`src/design/stpl_pkg.sv`:
```
// Package for the sorted table predecessor lookup unit.
// Item and result types, field widths, codes and default sizes.
// No dependencies.
package stpl_pkg;

    localparam int INDEX_W          = 12;
    localparam int ADDR_IN_W        = 64;
    localparam int COUNT_W          = 13;
    localparam int STATUS_W         = 2;

    localparam int DEF_TABLE_DEPTH   = 4096;
    localparam int DEF_ADDRESS_WIDTH = 64;

    // item action codes
    localparam logic ACT_LOAD   = 1'b0;
    localparam logic ACT_LOOKUP = 1'b1;

    // result status codes
    localparam logic [STATUS_W-1:0] ST_FOUND      = 2'd0;
    localparam logic [STATUS_W-1:0] ST_NO_TABLE   = 2'd1;
    localparam logic [STATUS_W-1:0] ST_NOT_KERNEL = 2'd2;

    typedef struct packed {
        logic                 action;
        logic [INDEX_W-1:0]   entry_index;
        logic [ADDR_IN_W-1:0] address;
    } stpl_item_t;

    typedef struct packed {
        logic [STATUS_W-1:0] status;
        logic [INDEX_W-1:0]  symbol_index;
    } stpl_result_t;

endpackage

```
`src/design/stpl_search.sv`:
```
// Binary search sequencer: one table compare per cycle, special-case results.
// Depends on stpl_pkg; reads the table through a registered-read RAM port.
module stpl_search #(
    parameter int TABLE_DEPTH   = stpl_pkg::DEF_TABLE_DEPTH,
    parameter int ADDRESS_WIDTH = stpl_pkg::DEF_ADDRESS_WIDTH,
    localparam int IDX_W        = $clog2(TABLE_DEPTH),
    localparam int CNT_W        = $clog2(TABLE_DEPTH + 1)
) (
    input  logic                      clk,
    input  logic                      rst_n,
    input  logic                      launch,
    input  logic [ADDRESS_WIDTH-1:0]  query,
    input  logic [CNT_W-1:0]          count,
    output logic                      busy,
    output logic [IDX_W-1:0]          rd_addr,
    input  logic [ADDRESS_WIDTH-1:0]  rd_data,
    output logic                      done,
    output stpl_pkg::stpl_result_t    result
);
    import stpl_pkg::*;

    localparam logic S_IDLE   = 1'b0;
    localparam logic S_SEARCH = 1'b1;

    logic                     state_reg, state_next;
    logic [CNT_W-1:0]         lo_reg, lo_next;
    logic [CNT_W-1:0]         hi_reg, hi_next;
    logic [CNT_W-1:0]         mid_reg, mid_next;
    logic [ADDRESS_WIDTH-1:0] query_reg;
    logic                     done_reg, done_next;
    stpl_result_t             result_reg, result_next;

    logic                     le;
    logic [CNT_W-1:0]         lo_upd, hi_upd, span, mid_upd, fin_idx;
    logic [31:0]              fin_wide;

    // shared compare and halving step
    always_comb
    begin
        le       = rd_data <= query_reg;
        lo_upd   = le ? mid_reg + CNT_W'(1) : lo_reg;
        hi_upd   = le ? hi_reg : mid_reg;
        span     = hi_upd - lo_upd;
        mid_upd  = lo_upd + (span >> 1);
        fin_idx  = (lo_upd != '0) ? lo_upd - CNT_W'(1) : '0;
        fin_wide = 32'(fin_idx);
    end

    always_comb
    begin
        state_next  = state_reg;
        lo_next     = lo_reg;
        hi_next     = hi_reg;
        mid_next    = mid_reg;
        done_next   = 1'b0;
        result_next = result_reg;
        case (state_reg)
            S_IDLE:
            begin
                mid_next = count >> 1;
                if (launch)
                begin
                    lo_next = '0;
                    hi_next = count;
                    if (query == '0)
                    begin
                        done_next   = 1'b1;
                        result_next = '{status: ST_NOT_KERNEL, symbol_index: '0};
                    end
                    else if (count == '0)
                    begin
                        done_next   = 1'b1;
                        result_next = '{status: ST_NO_TABLE, symbol_index: '0};
                    end
                    else
                    begin
                        state_next = S_SEARCH;
                    end
                end
            end
            S_SEARCH:
            begin
                lo_next  = lo_upd;
                hi_next  = hi_upd;
                mid_next = mid_upd;
                if (lo_upd >= hi_upd)
                begin
                    state_next  = S_IDLE;
                    done_next   = 1'b1;
                    result_next = '{status: ST_FOUND, symbol_index: fin_wide[INDEX_W-1:0]};
                end
            end
            default:
            begin
                state_next = S_IDLE;
            end
        endcase
    end

    always_ff @(posedge clk or negedge rst_n)
    begin
        if (!rst_n)
        begin
            state_reg <= S_IDLE;
            done_reg  <= 1'b0;
        end
        else
        begin
            state_reg <= state_next;
            done_reg  <= done_next;
        end
    end

    always_ff @(posedge clk)
    begin
        lo_reg     <= lo_next;
        hi_reg     <= hi_next;
        mid_reg    <= mid_next;
        result_reg <= result_next;
        if (launch && state_reg == S_IDLE)
        begin
            query_reg <= query;
        end
    end

    // read address follows the next midpoint so data lands for the next compare
    assign rd_addr = mid_next[IDX_W-1:0];
    assign busy    = state_reg == S_SEARCH;
    assign done    = done_reg;
    assign result  = result_reg;

endmodule

```
`config.mk`:
```
export PLATFORM = sky130hd
export DESIGN_NAME = stpl_search
export DESIGN_NICKNAME = d
export VERILOG_FILES = /design/src/design/stpl_pkg.sv /design/src/design/stpl_search.sv
export SDC_FILE = /design/constraint.sdc
export NUM_CORES = 1
export LEC_CHECK = 0
export BUFFER_PORTS_ARGS = -buffer_cell sky130_fd_sc_hd__buf_2
export CAP_MARGIN = 20
export CELL_PAD_IN_SITES_DETAIL_PLACEMENT = 2
export CELL_PAD_IN_SITES_GLOBAL_PLACEMENT = 2
export CORE_MARGIN = 4
export CORE_UTILIZATION = 31
export DETAILED_ROUTE_END_ITERATION = 16
export GPL_ROUTABILITY_DRIVEN = 0
export PLACE_DENSITY_LB_ADDON = 0.05
export SYNTH_ARGS = -nofsm -noshare
export SYNTH_HDL_FRONTEND = slang
export SYNTH_SLANG_ARGS = --single-unit
```
`constraint.sdc`:
```
create_clock -name clk -period 7.4 [get_ports clk]
set_input_delay 0.74 -clock clk [delete_from_list [all_inputs] [get_ports clk]]
set_output_delay 0.74 -clock clk [all_outputs]
set_load 0.02 [all_outputs]
```
; Yosys cells after proc, flatten, opt, wreduce, memory -nomap -nowiden
; Cells that the tools add are included.
; W data, S select, Z words.
[classes]
bitwise_logic = 1
n_reduce_logical = 5
n_mux = 23
n_eq_ne = 3
n_addsub = 4
order_cmp = 2
[ops]
columns = op, n
row1 = $pmux W13 S2, 3
row2 = $le A64 B64 Y1, 1
row3 = $logic_not A64 Y1, 1
row4 = $mux W14, 4
row5 = $mux W13, 4
row6 = $pmux W14 S2, 1
row7 = $add A13 B1 Y13 const B, 1
row8 = $add A13 B12 Y13, 1
row9 = $ge A13 B13 Y1, 1
row10 = $logic_not A13 Y1, 1
row11 = $reduce_bool A13 Y1, 1
row12 = $sub A13 B13 Y13, 1
row13 = $mux W12, 1
row14 = $sub A12 B1 Y12 const B, 1
row15 = $mux W1, 8
row16 = $pmux W1 S2, 2
row17 = $ne A3 B3 Y1 const B, 1
row18 = $reduce_and A3 Y1, 1
row19 = $ne A2 B1 Y1 const B, 1
row20 = $ne A2 B2 Y1 const B, 1
row21 = $logic_and A1 B1 Y1, 1
row22 = $not A1 Y1, 1
[word_totals]
reg_bits = 119

; Depth between registers and ports, before layout
; Gate-level depths: netlist of the first run.
[logic_depth]
word_depth = 6
depth_mapped = 30
mapped_depth_nobuf = 27

; Worst setup path before layout of the first run
; Ideal clock, no wire load.
[synth_timing]
path_type = input-to-output
startpoint = input port rd_data[1]
endpoint = output port rd_addr[9]
n_path_buf = 3
path_stages = 28
arrival_ns = 7.087
slack_ns = -0.427
path_cell_list = ha_1 > nor2b_1 > o211ai_1 > a2111oi_0 > or4b_1 > and3_1 > o22ai_2 > buf_6 > buf_2 > buf_1 > mux2i_1 > ha_1 > inv_1 > fa_1 > nand3_1 > nor2_1 > a211oi_2 > nand2_1 > a31o_2 > a211oi_1 > nor2_1 > xor2_1 > ha_1 > nor4_1 > o2bb2ai_1 > a211oi_2 > or3_1 > a31o_1
[synth_between]
elab_chain_len = 5
[synth_rtl]
columns = item, line_no
row1 = from (decl), stpl_search.sv:16  ; input logic [ADDRESS_WIDTH-1:0] rd_data,
row2 = $le A64 B64 Y1 *, stpl_search.sv:40  ; le = rd_data <= query_reg;
row3 = "$mux W13, on equally long branches", "stpl_search.sv:42, stpl_search.sv:41"
row4 = $sub A13 B13 Y13, stpl_search.sv:43  ; span = hi_upd - lo_upd;
row5 = $add A13 B12 Y13 *, stpl_search.sv:44  ; mid_upd = lo_upd + (span >> 1);
row6 = $pmux W13 S2 *, stpl_search.sv:57  ; case (state_reg)
row7 = to (decl), stpl_search.sv:15  ; output logic [IDX_W-1:0] rd_addr,
; Every way passes the cells marked *; elsewhere a longest branch is shown, timed or not.

; Worst setup path after layout of the first run
[layout_timing]
startpoint = input port rd_data[1]
endpoint = output port rd_addr[9]
[layout_between]
elab_chain_len = 5
[layout_rtl]
columns = item, line_no
row1 = $le A64 B64 Y1 *, stpl_search.sv:40
row2 = $mux W13 *, stpl_search.sv:41  ; lo_upd = le ? mid_reg + CNT_W'(1) : lo_reg;
row3 = net lo_upd[0], stpl_search.sv:34  ; logic [CNT_W-1:0] lo_upd, hi_upd, span, mid_upd, fin_idx;
row4 = $sub A13 B13 Y13, stpl_search.sv:43
row5 = $add A13 B12 Y13 *, stpl_search.sv:44
row6 = $pmux W13 S2 *, stpl_search.sv:57
; The timed path passes the listed nets; every way through them passes the cells marked *.

==> flow_summary.ini, run 1 <==
[outcome]
outcome = finished clean

[grt]
antenna_found_initial = 1
grt_max_degree = 65
grtUsageTotal_pct = 19.00
grt_pass1_wl_um = 41070
grt_pass1_vias = 7401
grt.overflow.total = 0

[floorplanning]
core_area_sq_mm = 0.02446
initial_core_util_pct = 31.75
die_h_um = 166.3
placementRows = 57
dieArea_sq_mm = 0.02765
die_w_um = 166.3
ios = 172

[synth]
yosysMostFrequentCell = edfxtp_1
synth_warnings = 0
synth_top_cells_by_area = edfxtp_1 40%, ha_1 15%, inv_1 4.4%
ys_seq_area_share_pct = 44.20
async_flop_share_pct = 1.681
syn_area_sq_mm = 0.007767
synth_edf_count = 104
synthTopCellsByCount = 104 x edfxtp_1, 91 x ha_1, 91 x inv_1
synth_top_cell_area_share_pct = 40.21
synth-main-ff-cell = edfxtp_1
synthCells = 731
avgSynthCellArea_sq_um = 10.63
ys_seq_elements = 119
syn_nets = 968
synth_top_cell_by_area = edfxtp_1
synth.distinct_cells = 76

[place]
dp_hpwl_um = 21600
pre_cts_ws_ns = -0.1580
numPortBuffers = 171

[timing]
final-setup-viol-count = 0
setup_slack_ns = 0.3303
clock-skew-final_ns = 0.01393
report.final.slew_viol_count = 0
period_needed_ns = 7.070
fin_crit_sh_pct = 95.54
slew_headroom_pct = 31.84
tightest_slew_ns = 1.016
fmax_ghz = 0.1414
final-hold-violation-count = 0

[critical_path]
worst-path-buf-inv = 4
critical_path.top_delay_family = simple AND/OR/NAND/NOR gates
arrival_ns = 6.33
critPathRequiredTime_ns = 6.66
crit_type = input port to output port
startpoint_type = input port
r2r_slack_ns = 1.53
slowest_delay_ns = 0.53
path_max_fanout = 5
end_kind = output port
cpMaxStageDelayCell = or4b_4

[drt]
wire_per_inst_um = 20.86
drtPass1Iterations = 4
route.detailed.drc = 0
ant_nets = 0
drtIter0Drc = 222
via_count = 6502
wl_um = 26720
via_per_inst = 5.076

[cells_and_area]
area_growth_pct = 27.95
largest_register_ffs = 64
drive_above_1_share_pct = 32.46
final_nets = 1179

[run]
maxCapViolations = 0

[clocking]
numCtsBuffers = 17
cts_tree = yes
h-tree-depth = 4
clk_latency_ns = 0.42
cts.path.max_buffers = 2
numClockSinks = 119
clk_pin_slew_ns = 0.06
cts_root_buffer = clkbuf_16

[hold_path]
hold_path_class = input port to async pin
## cells by family after synthesis
family	count (synthesis)	synth area share, %
simple gates	207	14.30
compound gates	139	12.23
flops	119	44.20
buf+inv	104	5.187
fa+ha+maj	93	15.17
xor+xnor	36	4.059
mux	33	4.849
## layout by cell type, fill, tap and decap left out, drive strengths merged, types with 4 or more instances in the layout
cell      synthesis  layout
nor3              9       9
clkinv            1       7
buf               4     204
or3               5       5
clkbuf            8      18
ha               91      91
o211ai            4       4
clkinvlp          0       4
nor2b             4       4
a221oi            4       4
a211oi           10      10
o21ai            23      23
o21a              4       4
dfxtp            13      13
nand4            26      26
o21bai            4       4
o31ai             4       4
mux2i             8       8
a21o             13      13
xnor2            24      24
mux2             25      25
xor2             12      12
nand2            37      37
or2               5       5
nand3b            4       4
nor2             56      56
inv              91      93
nor4             23      23
edfxtp          104     104
a21oi            49      49
nand3            18      18
## stage by stage
stage / hold WS (ns) / setup TNS, ns / cells / instance area (sq um) / util (%)
final: 0.1020 / 0 / 1281 / 9938 / 40.63
after global routing: 0.08935 / -0.02808 / 1280 / 9936 / 40.62
after CTS: 0.08478 / 0 / 1277 / 9824 / 40.16
after detailed placement: 0.5294 / -0.3200 / 1245 / 9226 / 37.72
after global placement: 0.5273 / 0 / 1245 / 9226 / 37.72
after floorplan: 0.4444 / 0 / 731 / 7784 / -
## layout make-up
type                            count  area, sq um
Antenna cell                        2        5.005
Clock buffer                       18        429.2
Clock inverter                     14        152.6
Fill cell                        2698        14520
Inverter                           92        345.3
Multi-Input combinational cell    508         4050
Sequential cell                   119         3433
Tap cell                          324        405.4
Timing Repair Buffer              204         1117
## routing by layer
layer	vias to the layer above	global-route usage (%)	part of all wire, %
met5	-	0	0
met4	0	5.834	2.3
met3	36	3.666	3.1
met2	124	37.02	55
met1	3209	20.60	39
li1	3133	-	-
## timing repair
action / CTS / global route
endpoints found under the setup margin: 4 / 4
hold buffers: 0 / 0
resized for setup: 3 / 22
gates cloned: 0 / 0
pin swaps: 0 / 6
buffers inserted: 0 / 2
## worst register-to-register path: stages (launching register included)
cell	delay, ns
edfxtp_1	0.36
inv_1	0.11
ha_1	0.27
a21oi_1	0.16
nand2_1	0.10
a21oi_2	0.16
or4b_4	0.50
and3_2	0.24
o22ai_4	0.26
buf_6	0.20
mux2_2	0.35
ha_1	0.37
nand3_1	0.12
mux2_2	0.33
nand2_1	0.08
a31o_2	0.21
a211oi_4	0.08
or4_1	0.52
o211ai_1	0.11
ha_1	0.34
o21ai_0	0.12
nand2_1	0.07
nand3_1	0.12
o21ai_0	0.14
or3_1	0.32
a21oi_1	0.14
## path summary, 6_finish.rpt
check / from / end / cells past startpoint
max: rd_data[1] / rd_addr[9] / 27
min: rst_n / done$_DFF_PN0_ / 1
max reg2reg: query_reg[14]$_DFFE_PP_ / mid_reg[12]$_SDFF_PN0_ / 25
min reg2reg: hi_reg[0]$_DFFE_PP_ / hi_reg[0]$_DFFE_PP_ / 2
max in group asynchronous: rst_n / busy$_DFF_PN0_ / 1
min in group clk: query[59] / query_reg[59]$_DFFE_PP_ / 1
Power of run 1 is left out: the tool's default activity adds up to more than one toggle a clock period on the data nets, which glitch-free logic cannot reach.
==> run 2, diff against run 1 <==
Settings changed: CELL_PAD_IN_SITES_DETAIL_PLACEMENT 2 to not set, CELL_PAD_IN_SITES_GLOBAL_PLACEMENT 2 to not set, CORE_UTILIZATION 31 to 50.
==> flow_summary.ini, run 2 (same netlist as run 1, synthesis figures left out) <==
[clocking]
numClockSinks = 119
hold_buffers = 0
numCtsBuffers = 17
clk_latency_ns = 0.41
cts.path.max_buffers = 2
clk_pin_slew_ns = 0.06
cts_tree = yes
h-tree-depth = 4
cts_root_buffer = clkbuf_16

[timing]
final-hold-violation-count = 0
clock-skew-final_ns = 0.009231
tightest_slew_ns = 0.8425
report.final.slew_viol_count = 0
period_needed_ns = 7.113
final-setup-viol-count = 0
fmax_ghz = 0.1406
fin_crit_sh_pct = 96.12
slew_headroom_pct = 43.49
setup_slack_ns = 0.2871
finalSetupTns_ns = 0

[drt]
drtPass1Iterations = 5
wire_per_inst_um = 18.30
via_per_inst = 5.549
ant_nets = 0
via_count = 6281
route.detailed.drc = 0
drtIter0Drc = 289
wl_um = 20710

[floorplanning]
dieArea_sq_mm = 0.01759
die_h_um = 132.6
initial_core_util_pct = 51.09
die_w_um = 132.6
placementRows = 45
core_area_sq_mm = 0.01520
ios = 172

[run]
maxCapViolations = 0

[cells_and_area]
final_core_util_pct = 63.32
final_nets = 1168
final_common_cell = buf_2
layout_common_cells = 170 x buf_2, 104 x edfxtp_1, 91 x inv_1
final_area_sq_mm = 0.009625
num_antenna_cells = 0
drive_above_1_share_pct = 31.04
num-fill-cells = 1239
area_growth_pct = 23.92
largest_register_ffs = 64

[grt]
grt_max_degree = 66
grt.overflow.total = 0
grt_pass1_vias = 6656
antenna_found_initial = 0
grt_pass1_wl_um = 32580
grtUsageTotal_pct = 23.40

[critical_path]
path_max_fanout = 14
startpoint_type = input port
crit_type = input port to output port
end_kind = output port
critPathRequiredTime_ns = 6.66
cpMaxStageDelayCell = o31ai_1
arrival_ns = 6.37
slowest_delay_ns = 0.36

[place]
place_area_sq_mm = 0.008974
pre_cts_ws_ns = 0.05789
numPortBuffers = 171
dp_hpwl_um = 16690

[hold_path]
hold_path_class = input port to async pin

[outcome]
outcome = finished clean
[run 2: timing repair]
| item | in CTS | in global routing |
|---|---|---|
| setup endpoints to repair | 0 | 4 |
| buffers inserted | 0 | 2 |
| endpoints found under the hold margin | 0 | 0 |
| resized for setup | 0 | 19 |
[run 2: area by class of cell]
type	instances	area [sq um]	area share, %
flip-flops and latches	119	3433	35.67
well taps	188	235.2	2.444
inverters	92	345.3	3.588
multi-input cells	508	4030	41.87
repair buffers	193	1031	10.71
clock buffers	25	506.7	5.265
clock inverters	7	43.79	0.4550
[run 2: critical path, delay by kind of cell]
family                   cells  cell delay, ns
XOR/XNOR                     1            0.17
AND/OR/NAND/NOR              1            0.33
multiplexers                 1            0.36
buffers and inverters        4            0.65
adder cells (fa/ha/maj)      3            1.01
AO/OA/AOI/OAI               16            3.08
[run 2: final timing paths]
kind	cells past startpoint	from	endpoint	slack (ns)
worst min register to register	2	lo_reg[5]$_SDFFCE_PN0P_	lo_reg[5]$_SDFFCE_PN0P_	0.66
worst max register to register	25	query_reg[39]$_DFFE_PP_	mid_reg[11]$_DFF_P_	1.59
max in group asynchronous	1	rst_n	busy$_DFF_PN0_	7.21
min in group clk	1	query[35]	query_reg[35]$_DFFE_PP_	0.52
worst max-delay path	26	rd_data[35]	rd_addr[11]	0.29
worst min-delay path	1	rst_n	done$_DFF_PN0_	0.1
[run 2: through the flow]
stage | instances | hold slack [ns]
6_report | 1132 | 0.09893
5_1_grt | 1132 | 0.09018
4_1_cts | 1130 | 0.08548
3_5_place_dp | 1098 | 0.5281
3_3_place_gp | 1098 | 0.5252
2_1_floorplan | 731 | 0.4444
[run 2: layer usage]
layer	track usage [%]	wire (um)	vias to the layer above
met5	0	0	-
met4	10.45	768	0
met3	5.247	1037	44
met2	42.88	10690	180
met1	25.82	8219	2953
li1	-	-	3104
Power of run 2 is left out for the same reason.
==> run 3, diff against run 2 <==
Settings changed: CELL_PAD_IN_SITES_DETAIL_PLACEMENT set to 0, CELL_PAD_IN_SITES_GLOBAL_PLACEMENT set to 1, CORE_UTILIZATION 50 to 39.
==> flow_summary.ini, run 3 (same netlist as run 1, synthesis figures left out) <==
[cells_and_area]
final_area_sq_mm = 0.009836
area_growth_pct = 26.63
drive_above_1_share_pct = 31.40
final_common_cell = buf_2
final_nets = 1173
largest_register_ffs = 64
layout_common_cells = 170 x buf_2, 104 x edfxtp_1, 91 x inv_1

[clocking]
numCtsBuffers = 17
h-tree-depth = 4
post_cts_buffers = 0
clk_pin_slew_ns = 0.05
numClockSinks = 119
cts.path.max_buffers = 2
clk_latency_ns = 0.42
cts_tree = yes
cts_root_buffer = clkbuf_16

[run]
maxCapViolations = 0

[critical_path]
slowest_delay_ns = 0.53
r2r_slack_ns = 1.54
end_kind = output port
arrival_ns = 6.40
r2r_start = query_reg[14]$_DFFE_PP_
critPathRequiredTime_ns = 6.66
path_max_fanout = 12
startpoint_type = input port
cpMaxStageDelayCell = or4b_4
worst-path-buf-inv = 4
r2r-end = mid_reg[9]$_DFF_P_
path_depth = 26
crit_end = rd_addr[11]
crit_path_start = rd_data[1]
critical_path.top_delay_family = compound AO/OA/AOI/OAI gates
worstRegToRegCells = 26
crit_type = input port to output port

[place]
place_area_sq_mm = 0.009123
numPortBuffers = 171
dp_hpwl_um = 17490

[timing]
timing.hold.ws_ns = 0.09928
final-hold-violation-count = 0
fmax_ghz = 0.1402
fin_crit_sh_pct = 96.42
slew_headroom_pct = 45.10
tightest_slew_ns = 0.8235
period_needed_ns = 7.135
finalSetupTns_ns = 0
clock-skew-final_ns = 0.009260
report.final.slew_viol_count = 0
final-setup-viol-count = 0

[grt]
grt.overflow.total = 0
grt_max_degree = 65
antenna_found_initial = 3
grtUsageTotal_pct = 19.68
grt_pass1_vias = 6505
grt_pass1_wl_um = 33590

[floorplanning]
placementRows = 51
ios = 172
initial_core_util_pct = 39.78
dieArea_sq_mm = 0.02224
die_w_um = 149.1
core_area_sq_mm = 0.01953
die_h_um = 149.1

[drt]
wire_per_inst_um = 18.00
drtPass1Iterations = 5
wl_um = 21920
route.detailed.drc = 0
via_count = 6300
ant_nets = 0
drtIter0Drc = 249
via_per_inst = 5.172

[hold_path]
hold_path_class = input port to async pin

[outcome]
outcome = finished clean
-- run 3: per-stage QoR --
| step | instances | util (%) | setup WS [ns] |
|---|---|---|---|
| 2_1_floorplan | 731 | - | 0.04166 |
| 3_3_place_gp | 1182 | 46.72 | 0.1050 |
| 3_5_place_dp | 1182 | 46.72 | -0.06121 |
| 4_1_cts | 1214 | 49.92 | 0.02666 |
| 5_1_grt | 1215 | 50.33 | -0.09120 |
| 6_report | 1218 | 50.37 | 0.2648 |
-- run 3: worst register-to-register path, stage by stage, from the launching register on --
cell and delay, ns:
edfxtp_1 0.39, inv_1 0.07, ha_1 0.24, a21oi_1 0.16
nand2_1 0.06, a21oi_1 0.20, or4b_4 0.52, and3_1 0.22
o22ai_4 0.29, mux2i_2 0.30, ha_1 0.17, inv_1 0.06
fa_1 0.42, nand3_1 0.12, nor2_1 0.06, a211oi_2 0.24
nand2_1 0.08, a31o_2 0.27, a211oi_2 0.27, nor2_1 0.11
xor2_1 0.15, ha_2 0.22, nor4_4 0.28, buf_4 0.20
a211oi_2 0.08, or3_1 0.32, a31o_1 0.24
-- run 3: final cells by class --
| type | instances | area [sq um] |
|---|---|---|
| tap | 265 | 331.6 |
| timing repair buffer | 198 | 1069 |
| inverter | 92 | 345.3 |
| antenna | 4 | 10.01 |
| fill | 1872 | 9691 |
| clock inverter | 8 | 121.4 |
| sequential | 119 | 3433 |
| multi-input combinational | 508 | 4034 |
| clock buffer | 24 | 491.7 |
-- run 3: worst min-delay path by stage --
stage | cells past startpoint | start | to | slack, ns
final | 1 | rst_n | done$_DFF_PN0_ | 0.1
after global routing | 1 | rst_n | busy$_DFF_PN0_ | 0.08
after CTS | 1 | rst_n | done$_DFF_PN0_ | 0.08
after detailed placement | 1 | rst_n | done$_DFF_PN0_ | 0.53
after global placement | 1 | rst_n | done$_DFF_PN0_ | 0.53
after floorplan | 0 | rst_n | busy$_DFF_PN0_ | 0.44
-- run 3: metal layers --
layer,GRT usage [%],routed length [um],vias to the layer above
met5,0,20,-
met4,7.551,624,2
met3,4.284,1256,43
met2,35.64,11240,166
met1,22.66,8783,2971
li1,-,-,3118
-- run 3: timing repair --
action                     CTS  global route
cloned                       0             0
pin swaps                    0             2
hold buffers                 0             0
setup endpoints to repair    3             4
hold endpoints to repair     0             0
resized for setup            2            16
Power of run 3 is left out for the same reason.
